<file path="src/gclfu_pkg.sv">
`default_nettype none

package gclfu_pkg;

    // Table sizing
    localparam int CAPACITY = 256;
    localparam int IDX_W    = (CAPACITY > 1) ? $clog2(CAPACITY) : 1;
    localparam int CNT_W    = $clog2(CAPACITY + 1);

    // Field widths
    localparam int CODE_W  = 21;
    localparam int USE_W   = 16;
    localparam int CELL_W  = 8;
    localparam int COL_W   = 4;
    localparam int ROW_W   = 5;
    localparam int DIM_W   = 5;
    localparam int PROD_W  = 2 * DIM_W - 1;
    localparam int CMP_W   = CNT_W + PROD_W;

    // Configuration port
    localparam int PADDR_W = 3;
    localparam int PDATA_W = 32;

    localparam logic REG_CELLS_PER_ROW = 1'b0;
    localparam logic REG_CELL_ROWS     = 1'b1;

    // Item commands
    localparam logic CMD_REQUEST = 1'b0;
    localparam logic CMD_BUMP    = 1'b1;

    typedef struct packed {
        logic load;
        logic scan;
        logic commit;
    } t_dp_cmd;

    typedef struct packed {
        logic scan_done;
    } t_dp_status;

    typedef struct packed {
        logic [CODE_W-1:0] key;
        logic [USE_W-1:0]  use_count;
        logic [CELL_W-1:0] atlas_pos;
    } t_entry;

    typedef struct packed {
        logic              hit;
        logic              allocated;
        logic              evicted;
        logic [CODE_W-1:0] evicted_code;
        logic [COL_W-1:0]  cell_column;
        logic [COL_W-1:0]  cell_row;
    } t_result;

    // Force a dimension register into 1..16
    function automatic logic [DIM_W-1:0] clamp_dim(input logic [DIM_W-1:0] v);
        logic [DIM_W-1:0] r;
        r = v;
        if (v == '0) begin
            r = DIM_W'(1);
        end else if (v > DIM_W'(16)) begin
            r = DIM_W'(16);
        end
        return r;
    endfunction

endpackage

`default_nettype wire

</file>
<file path="src/gclfu_ctrl.sv">
`default_nettype none

module gclfu_ctrl (
    input  logic                 i_clk,
    input  logic                 i_rst_n,
    input  logic                 i_in_valid,
    output logic                 o_in_ready,
    output logic                 o_out_valid,
    input  logic                 i_out_ready,
    output gclfu_pkg::t_dp_cmd    o_cmd,
    input  gclfu_pkg::t_dp_status i_status
);
    import gclfu_pkg::*;

    localparam logic [1:0] ST_IDLE   = 2'd0;
    localparam logic [1:0] ST_SCAN   = 2'd1;
    localparam logic [1:0] ST_DECIDE = 2'd2;

    logic [1:0] r_state;
    logic [1:0] n_state;
    logic       r_out_valid;
    logic       n_out_valid;
    logic       out_free;
    logic       accept;

    assign out_free = !r_out_valid || i_out_ready;
    assign accept   = i_in_valid && (r_state == ST_IDLE);

    assign o_cmd.load   = accept;
    assign o_cmd.scan   = (r_state == ST_SCAN);
    assign o_cmd.commit = (r_state == ST_DECIDE) && out_free;

    assign o_in_ready  = (r_state == ST_IDLE);
    assign o_out_valid = r_out_valid;

    always_comb begin
        n_state = r_state;
        unique case (r_state)
            ST_IDLE: begin
                if (accept) n_state = ST_SCAN;
            end
            ST_SCAN: begin
                if (i_status.scan_done) n_state = ST_DECIDE;
            end
            ST_DECIDE: begin
                if (out_free) n_state = ST_IDLE;
            end
            default: begin
                n_state = ST_IDLE;
            end
        endcase
    end

    always_comb begin
        n_out_valid = r_out_valid;
        if (o_cmd.commit) begin
            n_out_valid = 1'b1;
        end else if (i_out_ready) begin
            n_out_valid = 1'b0;
        end
    end

    always_ff @(posedge i_clk) begin
        if (!i_rst_n) begin
            r_state     <= ST_IDLE;
            r_out_valid <= 1'b0;
        end else begin
            r_state     <= n_state;
            r_out_valid <= n_out_valid;
        end
    end

endmodule

`default_nettype wire

</file>
<file path="config.mk">
export PLATFORM = sky130hd
export DESIGN_NAME = gclfu_ctrl
export DESIGN_NICKNAME = d
export VERILOG_FILES = /design/src/gclfu_pkg.sv /design/src/gclfu_ctrl.sv
export SDC_FILE = /design/constraint.sdc
export NUM_CORES = 1
export LEC_CHECK = 0
export ABC_AREA = 1
export BUFFER_PORTS_ARGS = -buffer_cell sky130_fd_sc_hd__buf_2
export CORE_AREA = 2 2 39 41
export CTS_CLUSTER_SIZE = 28
export DETAILED_ROUTE_END_ITERATION = 10
export DIE_AREA = 0 0 41 43
export HOLD_SLACK_MARGIN = 0.12
export PLACE_DENSITY_LB_ADDON = 0.15
export SLEW_MARGIN = 20
export SYNTH_ARGS = -nofsm -noshare
export SYNTH_HDL_FRONTEND = slang
export SYNTH_SLANG_ARGS = --single-unit
</file>
<file path="constraint.sdc">
create_clock -name i_clk -period 1.7 [get_ports i_clk]
set_input_delay 0.17 -clock i_clk [delete_from_list [all_inputs] [get_ports i_clk]]
set_output_delay 0.17 -clock i_clk [all_outputs]
set_load 0.02 [all_outputs]
</file>
* Word level (Yosys, flattened, before mapping)
Index checks and enable logic that the tools add are counted.
Operators by class: multiplexer cells 6, eq/ne operators 5, reductions and logical operators 7
Operators by type and width (number):
- $mux W2 | 3
- $pmux W2 S3 | 1
- $ne A2 B1 Y1 const B | 2
- $reduce_and A3 Y1 | 1
- $eq A2 B1 Y1 const B | 1
- $eq A2 B2 Y1 const B | 1
- $logic_and A1 B1 Y1 | 2
- $logic_not A2 Y1 | 1
- $mux W1 | 2
- $ne A2 B2 Y1 const B | 1
- $reduce_bool A2 Y1 | 1
- $logic_not A1 Y1 | 1
- $logic_or A1 B1 Y1 | 1
Word-level totals: bits of input ports 5, logic and storage cells 20, output and inout bits 5, flip-flop bits (word level) 3

* Depth between registers and ports, before layout
Gate-level depths: netlist of the first run.
word-level depth 4, depth in mapped cells 4, mapped depth without buffers 4

* Worst setup path after synthesis of the first run
OpenSTA, ideal clock, no wires.
kind register to output, from register r_state[0], to output o_cmd[2] (netlist bit), stages on the path, launching flop included 5, required time 1530 ps, setup slack 525 ps, path buffers 1, arrival time 1005 ps, cells stage by stage dfxtp_1 -> nor2_1 -> nand2_1 -> inv_1 -> buf_4
Between the ends: longest elaborated chain between the ends 2
RTL lines:
- from (decl) | RTL line gclfu_ctrl.sv:19 | logic [1:0] r_state;
- from (signal assigned) | RTL line gclfu_ctrl.sv:68 | r_state <= n_state;
- $logic_not A2 Y1
- via o_in_ready | RTL line gclfu_ctrl.sv:7 | output logic o_in_ready,
- $logic_and A1 B1 Y1 | RTL line gclfu_ctrl.sv:27 | assign accept = i_in_valid && (r_state == ST_IDLE);
- to (decl) | RTL line gclfu_ctrl.sv:10 | output gclfu_pkg::t_dp_cmd o_cmd,
The timed path passes the listed nets, and every way through them passes these cells.

==> results of run 1 <==
-- metrics by stage --
stage                     area (µm²)  util (%)
after global placement           221      16.0
after CTS                        248      17.9
after global routing             248      17.9
after floorplan                  171         -
after detailed placement         221      16.0
final                            248      17.9
-- metal layers --
metal  vias up  track usage (%)  share of wire (%)
met2         3             7.50                 52
met3         0             7.85                7.3
met1        78             5.45                 40
met5         -                0                  0
met4         0             4.00                  0
li1         88                -                  -
-- cells in the final DEF, fill, tap and decap left out, drive strengths merged --
master	instances
nand3	1
clkbuf	4
o21a	1
dfxtp	3
nor3	1
inv	6
buf	9
nor2	4
nand2	3
a21oi	2
-- cells in the mapped netlist (all sizes together) --
| master | count |
|---|---|
| buf | 2 |
| o21a | 1 |
| a21oi | 2 |
| nor2 | 4 |
| nand3 | 1 |
| nand2 | 3 |
| inv | 6 |
| dfxtp | 3 |
| nor3 | 1 |
-- cell type report --
type	instances	area, µm²
Clock buffer	4	26.3
Fill cell	167	1140
Inverter	6	22.5
Multi-Input combinational cell	12	73.8
Sequential cell	3	60.1
Tap cell	16	20.0
Timing Repair Buffer	9	45.0
-- power groups by stage --
stage	Combinational (mW)	Clock (mW)	Sequential, mW
floorplan	0.0285	0	0.0791
global placement	0.0395	0	0.0790
detailed placement	0.0391	0	0.0790
CTS	0.0393	0.132	0.0779
global route	0.0432	0.145	0.0785
finish	0.0382	0.124	0.0779
-- worst reg2reg max path, cell delays in order, from the launching register on --
cell and delay [ns]:
dfxtp_1 0.40, inv_2 0.07, nor2_2 0.10, nand2_1 0.07, a21oi_2 0.11
-- worst min path at each step --
stage | to | cells past startpoint | from | slack, ns
floorplan | o_out_valid | 1 | i_rst_n | 0.29
global route | o_out_valid | 2 | i_rst_n | 0.17
detailed placement | o_out_valid | 2 | i_rst_n | 0.41
finish | o_out_valid | 2 | i_rst_n | 0.16
CTS | o_out_valid | 2 | i_rst_n | 0.16
global placement | o_out_valid | 2 | i_rst_n | 0.40
-- cells by family after synthesis --
family / after synthesis
DFF: 3
buffers and inverters: 8
and+or+nand+nor: 9
AOI/OAI and AO/OA: 3
-- state kept, by name, summed over array words and instances, names as in the netlist --
name and flops:
o_out_valid 1, r_state 2
==> reports/results.tsv, run 1 <==
metric	value	unit
drive_above_1_share	52.9	%
fp.dieH	43	µm
pwr-share-seq	32.5	%
port_buffer_cells	9	
worst-slew-pin-transition	0.178	ns
cp_cell_sequence	inv_2, nor3_1, buf_2	
grt_first_pass_wirelength	648	µm
routed_wl	341	µm
finalSetupViolCount	0	
p_leak	0.122	nW
grt_start_max_net_pins	6	
tritoncts	built	
highest_fanout_seen_on_the_critical_path	3	
floorplan.initialDensity	12.4	%
period_minus_slack	1.22	ns
routedWlPerCell	6.82	µm
timing.critical_path.depth	3	
max_freq	817	MHz
core-area	1380	µm²
slowest_stage	dfxtp_1	
max-slew-margin-rel	88.1	%
yosys.area_share.simple	28.5	%
synth_warnings	0	
n_antenna_cell	0	
grt_remaining_overflow	0	
worst_ep_required_time	1.53	ns
syn_area_per_cell	7.45	µm²
synth.lib_cells_used.distinct	13	
setup_tns_final	0	ns
clk_root_buffer_cell	clkbuf_4	
final.hold.worst_slack	0.162	ns
area_growth	44.5	%
via_count	169	
critical_path.startpoint	r_state[1]	
gp_routability_congestion	0.578	
groute.usage.overall	6.22	%
synth_xor_xnor_area_share	0	%
synth.ff_latch_count	3	
worst-r2r-setup-slack	0.89	ns
ys_top_cells_by_area	dfxtp_1 35%, inv_1 11%, a21oi_2 10%, buf_4 8.8%, nor2_4 6.6%	
unrepaired_setup_endpoints_after_global_routing	false	
number_of_global_route_vias_before_repair	174	
worst_setup_path_end_kind	output port	
run_status	complete, no violations	
drt_pass1_iterations	1	
drt.antenna.violating_nets	0	
worst_setup_hold_path_clk_slew	0.04	ns
io-pin-count	10	
muxShareOfSynthArea	0	%
worstSetupStartpointType	flip-flop	
peakVddDrop	0.509	mV
cp_num_buf_inv	2	
final_power	0.240	mW
seq_area_frac_synth	35.0	%
hold_class	in -> reg	
yosysTopAreaCellShare	35.0	%
finalCritPeriodShare	72.0	%
synth_top_family_by_area	simple AND/OR/NAND/NOR gates	
timing_worst_setup_path_type	reg -> out	
detailedRoute.firstIterationViolations	0	
synth_top_area_cell	dfxtp_1	
share_clk_of_total_power	51.6	%
r2r_end	r_state[1]	
p_per_area	968	nW/µm²
cts_setup_buffers	0	
placement.setup.worst_slack	0.710	ns
htree_num_levels	1	
final_cell_count_no_fill	50	
power.net_switching	0.0632	mW
placed_cells_incl_taps	46	
cts-resized-gates	0	
area_fraction_in_compound_gates_after_synthesis	14.6	%
maxCapViolCount	0	
cts-root-to-sink-buffers	2	
worst-endpoint-arrival	1.05	ns
netlist_area	171	µm²
cpPeakStageDelay	0.40	ns
sinks_on_clock_net	3	
drc_markers	0	
cts_hold_buf	0	
placementRows	14	
power.internal	0.177	mW
p_sw_share	26.4	%
hpwlAfterDp	297	µm
cp_top_family	flip-flops	
max_clock_skew	0.000155	ns
die_w	41	µm
final_net_count	40	
timing.reg2reg.worst_path_depth	4	
clkLatencyLatePin	0.23	ns
share_comb_of_total_power	15.9	%
final-hold-violation-count	0	
fp.dieArea	1760	µm²
cts_buffers	3	
reg2reg_from	r_state[1]	
slew_violations	0	
synth_adder_area_share	0	%
synth_fp_nets	28	
detail_route.vias_per_cell	3.38	
finalWorstSetupSlack	0.476	ns
number_of_antenna_violations_at_the_first_check_in_global_routing	0	
cells_after_synth	23	
setup.worst_path.end	o_cmd[0]	
Power figures use the tool's default switching activity.
==> run 2, diff against run 1 <==
==> constraint.sdc (replaced) <==
create_clock -name i_clk -period 1.1 [get_ports i_clk]
set_input_delay 0.11 -clock i_clk [delete_from_list [all_inputs] [get_ports i_clk]]
set_output_delay 0.11 -clock i_clk [all_outputs]
set_load 0.02 [all_outputs]
==> reports/results.tsv, run 2 (synthesis results as in run 1) <==
metric	value	unit	change
run_status	complete, no violations		
grt_start_max_net_pins	6		unchanged
worst-slew-pin-transition	0.143	ns	-0.0345 ns
max_freq	938	MHz	
share_comb_of_total_power	18.1	%	+2.2 points
timing.hold.worst_path_depth	3		+1
grt_remaining_overflow	0		unchanged
final_net_count	41		+2.5%
final_cell_mix	7 x buf_2, 5 x inv_1, 3 x clkbuf_4		
cp_num_buf_inv	2		unchanged
mostFrequentLayoutCell	buf_2		
core-area	1380	µm²	unchanged
share_clk_of_total_power	50.3	%	-1.3 points
die_w	41	µm	unchanged
clk_root_buffer_cell	clkbuf_4		
max-slew-margin-rel	90.4	%	+2.3 points
hold_path_startpoint	i_in_valid		
register_with_the_most_flip_flops	r_state		
placement.setup.worst_slack	0.174	ns	-0.536 ns
routedWlPerCell	7.02	µm	+2.9%
hpwlAfterDp	287	µm	-3.4%
multi_input_area	91.3	µm²	+24%
drt.antenna.violating_nets	0		unchanged
cts_buffers	3		unchanged
number_of_antenna_violations_at_the_first_check_in_global_routing	0		unchanged
p_leak	0.131	nW	+7.9%
worst_setup_hold_path_clk_slew	0.04	ns	about the same
gp_routability_congestion	0.561		-2.8%
sinks_on_clock_net	3		unchanged
finalCritPeriodShare	96.9	%	
worst-endpoint-arrival	0.96	ns	-0.09 ns
final-hold-violation-count	0		unchanged
num-fill-cells	171		+2.4%
fp.dieH	43	µm	unchanged
pwr-share-seq	31.6	%	-0.9 points
worst_ep_required_time	0.99	ns	-0.54 ns
slowest_stage	dfxtp_4		
number_of_global_route_vias_before_repair	161		-7.5%
peakVddDrop	0.346	mV	-32%
hold_class	in -> reg		
drt_pass1_iterations	4		+3
cp_top_family	flip-flops		
cts-root-to-sink-buffers	2		unchanged
p_sw_share	27.2	%	+0.84 points
placementRows	14		unchanged
area_growth	67.9	%	
detail_route.vias_per_cell	3.27		-3.1%
n_antenna_cell	0		unchanged
highest_fanout_seen_on_the_critical_path	3		unchanged
power.internal	0.279	mW	+58%
r2r_end	r_state[1]		
slew_violations	0		unchanged
detailedRoute.firstIterationViolations	5		+5
placed_cells_incl_taps	46		unchanged
unrepaired_setup_endpoints_after_global_routing	true		
tritoncts	built		
p_per_area	1330	nW/µm²	+37%
worst_setup_path_end_kind	output port		
period_minus_slack	1.07	ns	
cpPeakStageDelay	0.37	ns	-0.03 ns
timing_worst_setup_path_type	reg -> out		
groute.usage.overall	5.21	%	-1.0 points
io-pin-count	10		unchanged
via_count	167		-1.2%
floorplan.initialDensity	12.4	%	unchanged
worstSetupStartpointType	flip-flop		
port_buffer_cells	9		unchanged
grt_first_pass_wirelength	545	µm	-16%
cp_cell_sequence	inv_2, nor3_2, buf_4		
fp.dieArea	1760	µm²	unchanged
reg2reg_from	r_state[1]		
drive_above_1_share	68.6	%	+16 points
whs_endpoint	r_state[0]		
htree_num_levels	1		unchanged
finalSetupViolCount	0		unchanged
final_cell_count_no_fill	51		+2.0%
worst-r2r-setup-slack	0.34	ns	-0.55 ns
seq_area	67.6	µm²	+13%
finalWorstSetupSlack	0.0338	ns	-0.443 ns
routed_wl	358	µm	+5.0%
final_power	0.383	mW	+60%
largest_register_ffs	2		unchanged
timing.reg2reg.worst_path_depth	4		unchanged
clkLatencyLatePin	0.23	ns	about the same
drc_markers	0		unchanged
max_clock_skew	0.00420	ns	+0.00404 ns
maxCapViolCount	0		unchanged
power.net_switching	0.104	mW	+65%
==> run 2: tightest hold or removal path, stage by stage <==
cell     delay (ns)
buf_2          0.10
nand2_2        0.08
a21oi_2        0.05
==> run 2: worst max path at each step <==
stage	start	to	slack, ns	cells past startpoint
CTS	r_state[1]	o_cmd[2]	-0.01	4
global placement	r_state[1]	o_cmd[0]	0.19	3
finish	r_state[1]	o_cmd[0]	0.03	3
floorplan	r_state[0]	o_cmd[2]	0.10	4
detailed placement	r_state[1]	o_cmd[0]	0.17	3
global route	r_state[1]	o_cmd[2]	-0.008	4
==> run 2: cell type report <==
class | instances | area share, %
multi-input cells | 12 | 31.7
flip-flops and latches | 3 | 23.5
repair buffers | 10 | 20.9
clock buffers | 4 | 9.13
inverters | 6 | 7.83
well taps | 16 | 6.96
==> run 2: routing by layer <==
layer	track usage (%)	part of all wire [%]	wire length (µm)	vias up
met3	3.14	10	37	0
li1	-	-	-	89
met2	6.88	56	199	4
met1	4.79	34	121	74
met5	0	0	0	-
met4	6.00	0	0	0
==> run 2: metrics by stage <==
step | TNS [ns] | instance area [µm²] | hold WS, ns | utilization [%]
5_1_grt | -0.00830 | 288 | 0.161 | 20.8
3_5_place_dp | 0 | 224 | 0.341 | 16.2
6_report | 0 | 288 | 0.152 | 20.8
3_3_place_gp | 0 | 224 | 0.339 | 16.2
2_1_floorplan | 0 | 174 | 0.228 | -
4_1_cts | -0.0118 | 268 | 0.148 | 19.3
==> run 2: power by group through the flow <==
stage / clock network (mW) / logic (mW) / registers (mW)
after global routing: 0.209 / 0.0766 / 0.122
after global placement: 0 / 0.0612 / 0.123
after floorplan: 0 / 0.0447 / 0.123
final: 0.192 / 0.0693 / 0.121
after CTS: 0.204 / 0.0656 / 0.120
after detailed placement: 0 / 0.0610 / 0.123
==> run 2: repair_timing <==
| item | CTS | global route |
|---|---|---|
| pin swaps | 1 | 0 |
| endpoints found under the hold margin | 1 | 0 |
| endpoints found under the setup margin | 3 | 2 |
| hold buffers | 1 | 0 |
| buffers inserted | 0 | 0 |
| gates resized for setup | 4 | 6 |
